===== config.mk =====
export PLATFORM = sky130hd
export DESIGN_NAME = mp2d_max
export DESIGN_NICKNAME = d
export VERILOG_FILES = /design/src/hdl/mp2d_pkg.sv /design/src/hdl/mp2d_max.sv
export SDC_FILE = /design/constraint.sdc
export NUM_CORES = 1
export LEC_CHECK = 0
export BUFFER_PORTS_ARGS = -buffer_cell sky130_fd_sc_hd__buf_2
export CAP_MARGIN = 20
export CORE_MARGIN = 2
export CORE_UTILIZATION = 49
export CTS_CLUSTER_SIZE = 10
export DETAILED_ROUTE_END_ITERATION = 12
export PLACE_DENSITY = 0.79
export SYNTH_ARGS = -nofsm -noshare
export SYNTH_HDL_FRONTEND = slang
export SYNTH_SLANG_ARGS = --single-unit
export TNS_END_PERCENT = 30

===== constraint.sdc =====
create_clock -name clk -period 3.8 [get_ports clk]
set_clock_uncertainty 0.15 [all_clocks]
set_input_delay 0.19 -clock clk [delete_from_list [all_inputs] [get_ports clk]]
set_output_delay 0.19 -clock clk [all_outputs]
set_load 0.005 [all_outputs]

===== src/hdl/mp2d_pkg.sv =====
`default_nettype none

package mp2d_pkg;

    // Register field widths
    localparam int IMG_W      = 7;
    localparam int WIN_W      = 4;
    localparam int CFG_IDX_W  = 2;
    localparam int CFG_DATA_W = 7;

    // Stream payload widths
    localparam int PIX_W      = 32;
    localparam int IDX_OUT_W  = 6;
    localparam int M_DATA_W   = 48;
    localparam int M_PAD_W    = M_DATA_W - PIX_W - 2 * IDX_OUT_W;

    // Divider lanes: one for the row axis, one for the column axis
    localparam int DIV_LANES  = 2;
    localparam int LANE_ROW   = 0;
    localparam int LANE_COL   = 1;

    // Register indexes
    localparam logic [CFG_IDX_W-1:0] REG_IMAGE_SIDE  = 2'd0;
    localparam logic [CFG_IDX_W-1:0] REG_WINDOW_SIDE = 2'd1;
    localparam logic [CFG_IDX_W-1:0] REG_STEP_SIZE   = 2'd2;

    typedef enum logic [2:0] {
        ST_IDLE,
        ST_DIVIDE,
        ST_SCAN,
        ST_DRAIN,
        ST_EMIT
    } seq_state_t;

    // Control for the compare unit
    typedef struct packed {
        logic valid;
        logic first;
    } cmp_ctl_t;

endpackage

`default_nettype wire


===== src/hdl/mp2d_max.sv =====
`default_nettype none

// Running signed maximum over a stream of read words.
module mp2d_max import mp2d_pkg::*; #(
    parameter int WIDTH = 32
) (
    input  wire logic                    clk,
    input  wire cmp_ctl_t                ctl,
    input  wire logic signed [WIDTH-1:0] data,
    output logic signed      [WIDTH-1:0] best
);

    logic signed [WIDTH-1:0] best_reg;

    always_ff @(posedge clk)
    begin
        if (ctl.valid)
        begin
            if (ctl.first || (data > best_reg))
            begin
                best_reg <= data;
            end
        end
    end

    assign best = best_reg;

endmodule

`default_nettype wire

==> results.json <==
{
  "via_per_inst": 4.95,
  "ir_drop_uv": 208,
  "rsz0062_at_grt": "no",
  "syn_area_per_cell_um2": 12.3,
  "antenna_found_initial": 0,
  "clockBufferDepth": 2,
  "port_buffers": 66,
  "power_density_mw_per_mm2": 337,
  "synthesis.area_mm2": 0.00184,
  "path_delay_family": "compound AO/OA/AOI/OAI gates",
  "worst_slew_pin_slew_ns": 0.614,
  "cts.sinks": 32,
  "ys_seq_elements": 32,
  "fp.dieH_um": 65.2,
  "startpoint_type": "input port",
  "grt_usage": 0.219,
  "fin_ws_ns": 0.605,
  "status": "finished clean",
  "wl_per_cell_um": 13.8,
  "cts_tree": "done",
  "initial_utilization": 0.506,
  "cp_max_fo": 21,
  "async_flop_share": 0,
  "pre_cts_ws_ns": 0.792,
  "layoutNonFillerInstCount": 304,
  "fillers": 263,
  "diodes": 0,
  "syn_nets": 216,
  "worst_skew_pair.late_latency_ns": 0.29,
  "grt_max_degree": 22,
  "postRouteAntennaNets": 0,
  "dp.cells": 264,
  "seq_area_um2": 961,
  "drive_above_1_share": 0.309,
  "largest_register_ffs": 32,
  "drtIter0Drc": 82,
  "seq_area_frac_synth": 0.523,
  "seqPwrFrac": 0.493,
  "arrival_ns": 3.01,
  "cp_num_buf_inv": 3,
  "power_frac_comb": 0.228,
  "hold_path_class": "input port to flop",
  "end_kind": "flop",
  "vias": 1506,
  "period_share": 0.841,
  "syn_to_final_growth_pct": 43.9,
  "wirelength_um": 4200,
  "fp.dieW_um": 65.2,
  "numCtsBuffers": 5,
  "netlist_instances": 149,
  "p_leak_nw": 1.28,
  "tns_ns": 0,
  "grt_pass1_wl_um": 6930,
  "synth_edf_count": 32,
  "die_area_mm2": 0.00425,
  "slowest_stage": "a211oi_4",
  "multi_input_area_um2": 763,
  "fmaxAchievable_mhz": 313,
  "path_clk_slew_ns": 0.07,
  "p_sw_mw": 0.239,
  "intPower_mw": 0.653,
  "pwr-share-clk": 0.280,
  "max_stage_delay_ns": 0.58,
  "place_congestion": 0.713,
  "dr.pass1.iters": 4,
  "slew_headroom": 0.589,
  "ys_warn_count": 0,
  "core_mm2": 0.00363,
  "synth_cell_types": 27,
  "finalMaxSlewViolations": 0,
  "postCtsSetupRepairBufs": 0,
  "htreeDepth": 2,
  "critical_path_required_ns": 3.61,
  "overflow": 0,
  "drc": 0,
  "ios": 67,
  "synth_ff_type": "edfxtp_1",
  "path_cells": "dlygate4sd3_1 -> buf_2 -> ha_1 -> nand4_1 -> nor2_1 -> a221oi_1 -> a211oi_1 -> a211oi_4 -> buf_4",
  "hold_violations": 0,
  "period_needed_ns": 3.19,
  "finalSetupViolations": 0,
  "power_switching_share": 0.268,
  "grt_pass1_vias": 1604,
  "maxCapViolations": 0,
  "crit_type": "input port to flop",
  "clockRootBuffer": "clkbuf_8",
  "place_hpwl_um": 2780,
  "rows": 22,
  "nets": 322
}
==> logic make-up (layout without fill, tap and decap cells) <==
group / count (synthesis) / count (layout) / share of synthesized area
buf+inv: 32 / 139 / 0.0654
compound gates: 26 / 26 / 0.0920
fa+ha+maj: 32 / 32 / 0.218
flops: 32 / 32 / 0.523
simple gates: 27 / 27 / 0.101
==> tightest hold or removal path, stage by stage <==
cell	delay (ns)
buf_2	0.10
nand2_1	0.10
a211oi_4	0.10
==> what timing repair did <==
item | 4_1_cts | 5_1_grt
endpoints found under the hold margin | 32 | 0
resized for setup | 0 | 0
setup endpoints to repair | 0 | 0
hold buffers | 32 | 0
==> layer usage <==
layer | GRT usage | share of wire | vias up
met1 | 0.248 | 0.42 | 693
li1 | - | - | 753
met2 | 0.397 | 0.51 | 52
met3 | 0.0599 | 0.057 | 8
met4 | 0.0703 | 0.015 | 0
met5 | 0 | 0 | -
==> synth_stat cells (2+ instances only) <==
cell,n,area share
edfxtp_1,32,0.52
ha_1,32,0.22
inv_1,32,0.065
a21oi_1,13,0.035
nand2_1,8,0.016
nand4_1,5,0.017
nand3_1,4,0.011
nor2_1,3,0.0061
o21ai_0,2,0.0054
==> power groups by stage <==
stage	registers [mW]	logic [mW]	clock network, mW
2_1_floorplan	0.450	0.0954	0
3_3_place_gp	0.445	0.172	0
3_5_place_dp	0.445	0.175	0
4_1_cts	0.438	0.203	0.254
5_1_grt	0.442	0.231	0.273
6_report	0.439	0.203	0.249
==> area by class of cell <==
class	count	share of cell area
Tap cell	48	0.0227
Timing Repair Buffer	99	0.249
Inverter	32	0.0455
Multi-Input combinational cell	85	0.289
Clock buffer	7	0.0289
Clock inverter	1	0.00142
Sequential cell	32	0.364
==> worst paths after layout <==
check / from / to / slack (ns) / cells after the start
max: data[27] / best[3] / 0.61 / 9
min: ctl[1] / best[27] / 0.23 / 3
max reg2reg: best[14] / best[3] / 0.79 / 8
min reg2reg: best[0] / best[27] / 0.99 / 6
==> through the flow <==
stage | power [mW] | cell area, um2 | hold WS, ns | util
after detailed placement | 0.621 | 2240 | 0.240 | 0.617
after floorplan | 0.546 | 1840 | 0.139 | -
after CTS | 0.896 | 2640 | 0.236 | 0.727
final | 0.891 | 2640 | 0.233 | 0.727
after global routing | 0.946 | 2640 | 0.242 | 0.727
after global placement | 0.616 | 2240 | 0.239 | 0.617
==> layout by cell type (no fill, tap or decap), types with 2 or more instances in the layout <==
master,synthesis,final
a21oi_1,13,13
buf_2,0,66
clkbuf_1,0,2
clkbuf_8,0,5
dlygate4sd3_1,0,32
edfxtp_1,32,32
ha_1,32,32
inv_1,32,32
nand2_1,8,8
nand3_1,4,4
nand4_1,5,5
nor2_1,3,3
o21ai_0,2,2
Note: power is estimated with default switching activity, not from simulation.
