==> src/hdl/mp2d_pkg.sv <==
`default_nettype none

package mp2d_pkg;

    // Register field widths
    localparam int IMG_W      = 7;
    localparam int WIN_W      = 4;
    localparam int CFG_IDX_W  = 2;
    localparam int CFG_DATA_W = 7;

    // Stream payload widths
    localparam int PIX_W      = 32;
    localparam int IDX_OUT_W  = 6;
    localparam int M_DATA_W   = 48;
    localparam int M_PAD_W    = M_DATA_W - PIX_W - 2 * IDX_OUT_W;

    // Divider lanes: one for the row axis, one for the column axis
    localparam int DIV_LANES  = 2;
    localparam int LANE_ROW   = 0;
    localparam int LANE_COL   = 1;

    // Register indexes
    localparam logic [CFG_IDX_W-1:0] REG_IMAGE_SIDE  = 2'd0;
    localparam logic [CFG_IDX_W-1:0] REG_WINDOW_SIDE = 2'd1;
    localparam logic [CFG_IDX_W-1:0] REG_STEP_SIZE   = 2'd2;

    typedef enum logic [2:0] {
        ST_IDLE,
        ST_DIVIDE,
        ST_SCAN,
        ST_DRAIN,
        ST_EMIT
    } seq_state_t;

    // Control for the compare unit
    typedef struct packed {
        logic valid;
        logic first;
    } cmp_ctl_t;

endpackage

`default_nettype wire

==> src/hdl/mp2d_div.sv <==
`default_nettype none

// Two-lane restoring divider, one quotient bit per lane per cycle.
module mp2d_div import mp2d_pkg::*; #(
    parameter int N = 6
) (
    input  wire logic                            clk,
    input  wire logic                            rst_n,
    input  wire logic                            start,
    input  wire logic [DIV_LANES-1:0][N-1:0]     dividend,
    input  wire logic [WIN_W-1:0]                divisor,
    output logic                                 done,
    output logic      [DIV_LANES-1:0][N-1:0]     quotient,
    output logic      [DIV_LANES-1:0][WIN_W-1:0] remainder
);

    localparam int CNT_W = (N > 1) ? $clog2(N) : 1;

    logic             busy_reg;
    logic             done_reg;
    logic [CNT_W-1:0] cnt_reg;
    logic [WIN_W-1:0] divisor_reg;

    logic [DIV_LANES-1:0][N-1:0]     num_reg;
    logic [DIV_LANES-1:0][WIN_W-1:0] rem_reg;

    always_ff @(posedge clk or negedge rst_n)
    begin
        if (!rst_n)
        begin
            busy_reg <= 1'b0;
            done_reg <= 1'b0;
            cnt_reg  <= '0;
        end
        else if (start)
        begin
            busy_reg <= 1'b1;
            done_reg <= 1'b0;
            cnt_reg  <= '0;
        end
        else if (busy_reg)
        begin
            cnt_reg <= cnt_reg + 1'b1;
            if (cnt_reg == CNT_W'(N - 1))
            begin
                busy_reg <= 1'b0;
                done_reg <= 1'b1;
            end
        end
        else
        begin
            done_reg <= 1'b0;
        end
    end

    always_ff @(posedge clk)
    begin
        if (start)
        begin
            divisor_reg <= divisor;
        end
    end

    for (genvar k = 0; k < DIV_LANES; k++)
    begin : g_lane
        logic [WIN_W:0]   trial;
        logic [WIN_W:0]   diff;
        logic             fits;
        logic [WIN_W-1:0] rem_next;
        logic [N-1:0]     num_next;

        always_comb
        begin
            trial    = {rem_reg[k], num_reg[k][N-1]};
            diff     = trial - {1'b0, divisor_reg};
            fits     = (trial >= {1'b0, divisor_reg});
            rem_next = fits ? diff[WIN_W-1:0] : trial[WIN_W-1:0];
            num_next = N'({num_reg[k], fits});
        end

        always_ff @(posedge clk)
        begin
            if (start)
            begin
                num_reg[k] <= dividend[k];
                rem_reg[k] <= '0;
            end
            else if (busy_reg)
            begin
                num_reg[k] <= num_next;
                rem_reg[k] <= rem_next;
            end
        end
    end

    assign done      = done_reg;
    assign quotient  = num_reg;
    assign remainder = rem_reg;

endmodule

`default_nettype wire

==> config.mk <==
export PLATFORM = sky130hd
export DESIGN_NAME = mp2d_div
export DESIGN_NICKNAME = d
export VERILOG_FILES = /design/src/hdl/mp2d_pkg.sv /design/src/hdl/mp2d_div.sv
export SDC_FILE = /design/constraint.sdc
export NUM_CORES = 1
export LEC_CHECK = 0
export BUFFER_PORTS_ARGS = -buffer_cell sky130_fd_sc_hd__buf_4
export CAP_MARGIN = 40
export CORE_ASPECT_RATIO = 1.4
export CORE_UTILIZATION = 45
export DETAILED_ROUTE_END_ITERATION = 12
export GPL_ROUTABILITY_DRIVEN = 0
export PLACE_DENSITY = 0.7
export SLEW_MARGIN = 25
export SYNTH_ARGS = -nofsm -noshare
export SYNTH_HDL_FRONTEND = slang
export SYNTH_SLANG_ARGS = --single-unit
export TNS_END_PERCENT = 20
==> constraint.sdc <==
create_clock -name clk -period 4.6 [get_ports clk]
set_input_delay 0 -clock clk [delete_from_list [all_inputs] [get_ports clk]]
set_output_delay 0 -clock clk [all_outputs]
set_load 0.03 [all_outputs]
==> results by group <==
Critical path
  – Crit-path max FO: 5
  – Critical Path RT: 4630 ps
  – Setup crit end kind: flip-flop
  – Crit start category: flip-flop
  – Crit path DAT: 1830 ps
  – CP Class: flip-flop to flip-flop

Global route
  – GRT Util Overall: 22.6%
  – M3 GR Usage: 7.86%
  – Grt met2 use: 40.3%
  – Global-route wire length before repair: 6080 um
  – Vias in the first global route: 1,348
  – Met1 Use GR: 23.7%
  – Grt peak-use layer: met2
  – Initial antenna violation count: 0
  – Largest net degree at the start of global routing: 28
  – Grt ovf: 0

Power
  – Psw: 461 uW
  – Internal: 730 uW
  – Pwr dens: 581 nW/um2
  – Worst VDD drop: 354 uV
  – LEAKAGE: 0.892 nW
  – Clk network pwr share: 22.1%
  – Combinational share of power: 45.0%
  – Switching portion of total power: 38.7%
  – Total power: 1.19 mW
  – Reg power frac: 33.0%

Finish
  – Largest register FFs: 12
  – Utilization after layout: 63.8%
  – Share of cells above drive strength 1: 37.2%
  – Layout area overhead: 31.3%
  – Nets@finish: 210
  – Antenna diodes: 0

Flow run
  – Max capacitance violation total: 0

Yosys
  – Synth area leaders: edfxtp_1, dfxtp_1, dfrtp_1
  – Synth area leader: edfxtp_1
  – Synthesized cell area: 1560 um2
  – YS warnings: 0
  – Netlist cell types: 35
  – Seq/Total Area, Yosys: 49.0%
  – Cells after synthesis: 131
  – Flops & latches, synth: 29
  – Area share of the largest cell type after synthesis: 30.8%
  – Avg Inst Size Synth: 11.9 um2
  – Syn nets: 162

Die
  – Die ar.: 3710 um2
  – Starting density of the core: 48.6%
  – Total core area: 3210 um2
  – Die Wd: 51.8 um
  – Std cell rows: 24
  – Boundary pin count: 40
  – Die Ht: 71.7 um

Status
  – Run status: completed

Place
  – DP HPWL: 2600 um
  – Setup WS pre-CTS: 2830 ps
  – # port buffers: 39

Drt
  – Pre-antenna DRT Iters: 4
  – Detail Route Antenna Nets: 0
  – Drt drc: 0
  – Iteration-0 DRC Markers: 43
  – WL/cell: 16.3 um
  – DR vias/cell: 5.75
  – Vias: 1,259
  – DRT Wirelength: 3570 um

Clock network
  – Worst skew pair latency: 280 ps
  – CTS Sinks: 29
  – CTS Buf Count: 5
  – H-Tree Depth: 2
  – Resize count post-CTS: 0
  – Worst-path clk slew: 70 ps
  – Clk buf depth: 2
  – CTS tree: built
  – Root Buffer: clkbuf_8

STA
  – Final slew viol count: 0
  – RSZ-0062 raised after global routing: false
  – Slew margin rel.: 67.6%
  – Fin crit period: 1810 ps
  – Worst slew pin tran: 486 ps
  – Period utilization: 39.2%
  – F_max: 554 MHz
  – Fin Setup TNS: 0 ps
  – Clock skew: 4.31 ps
  – Final hold violations: 0
  – Setup violators final: 0
  – Hold_ws: 17.3 ps
  – Worst setup margin: 2790 ps

Hold path
  – Hold Crit Class: input pin to flip-flop
==> stage by stage <==
stage	instances	cell area, um2
2_1_floorplan	131	1560
3_3_place_gp	206	1890
3_5_place_dp	206	1890
4_1_cts	219	2050
5_1_grt	219	2050
6_report	219	2050
==> final timing paths <==
kind	from	to	slack, ps	depth (start not counted)
max	divisor_reg[1]	quotient[6]	2790	6
min	dividend[8]	quotient[8]	20	2
max reg2reg	divisor_reg[1]	quotient[6]	2790	6
min reg2reg	remainder[7]	remainder[7]	510	2
max in group asynchronous	rst_n	cnt_reg[0]	4440	2
min in group asynchronous	rst_n	done	50	2
==> timing repair <==
| item | 4_1_cts | 5_1_grt |
|---|---|---|
| buffers inserted | 0 | 0 |
| hold buffers | 5 | 0 |
| endpoints found under the hold margin | 9 | 0 |
==> layer usage <==
metal | vias to the layer above | part of all wire [%]
li1 | 584 | -
met1 | 595 | 39
met2 | 65 | 52
met3 | 15 | 7.0
met4 | 0 | 2.7
met5 | - | 0
==> cell type report <==
cell class / count / area [um2]
inverters: 12 / 45.0
repair buffers: 44 / 343
clock inverters: 3 / 41.3
flip-flops and latches: 29 / 766
clock buffers: 5 / 68.8
multi-input cells: 87 / 737
fillers: 247 / 1160
well taps: 39 / 48.8
==> kinds of logic (layout without fill, tap and decap cells) <==
family | Yosys count | in the layout | share of synthesized area [%]
AND/OR/NAND/NOR | 30 | 30 | 12.0
adder cells (fa/ha/maj) | 12 | 12 | 10.6
XOR/XNOR | 4 | 4 | 2.24
multiplexers | 11 | 11 | 7.93
AO/OA/AOI/OAI | 30 | 30 | 14.4
flip-flops | 29 | 29 | 49.0
buffers and inverters | 15 | 64 | 3.77
==> critical path, cell delays in order (launching register included) <==
cell      delay, ps
edfxtp_1        450
inv_1           110
ha_1            250
nor2b_4         150
o31a_1          290
nor3_1          230
a21oi_1          70
==> power by group through the flow <==
stage / clock network, mW / logic, mW / registers, mW
after global placement: 0 / 0.507 / 0.394
after detailed placement: 0 / 0.522 / 0.397
after CTS: 0.268 / 0.531 / 0.393
final: 0.263 / 0.535 / 0.393
after global routing: 0.277 / 0.579 / 0.401
after floorplan: 0 / 0.269 / 0.487
==> cells in the mapped netlist, drive strengths merged <==
| cell type | n |
|---|---|
| a31oi | 4 |
| a22o | 3 |
| a311oi | 2 |
| nor4b | 2 |
| xnor2 | 3 |
| nand2 | 4 |
| nor3 | 4 |
| a221oi | 1 |
| nand2b | 3 |
| a21oi | 3 |
| o31a | 2 |
| o21a | 2 |
| nor2 | 11 |
| ha | 10 |
| clkbuf | 1 |
| dfrtp | 5 |
| and4 | 2 |
| fa | 2 |
| inv | 12 |
| edfxtp | 16 |
| dfxtp | 8 |
| o41ai | 2 |
| a21o | 2 |
| o31ai | 2 |
| buf | 2 |
| xor2 | 1 |
| o21ai | 7 |
| nor2b | 2 |
| nand3 | 2 |
| mux2 | 11 |
==> cells in the final DEF (no fill, tap or decap), types with 2 or more instances in the layout <==
master         netlist  layout
dfxtp_1              8       8
o21ai_1              2       2
nand3_1              2       2
dfrtp_1              5       5
xnor2_1              3       3
nor3_2               2       2
o21ai_0              5       5
fa_1                 2       2
a311oi_1             2       2
buf_4                0      39
mux2_2              11      11
a21oi_1              3       3
a31oi_1              4       4
nor2b_4              2       2
a21o_1               2       2
o41ai_1              2       2
edfxtp_1            16      16
o31ai_2              2       2
nor3_1               2       2
nand2_1              4       4
nor4b_1              2       2
nor2_1              11      11
and4_1               2       2
a22o_1               3       3
o31a_1               2       2
clkbuf_8             0       5
inv_1               12      12
dlygate4sd3_1        0       5
ha_1                10      10
Note: power is estimated with default switching activity, not from simulation.
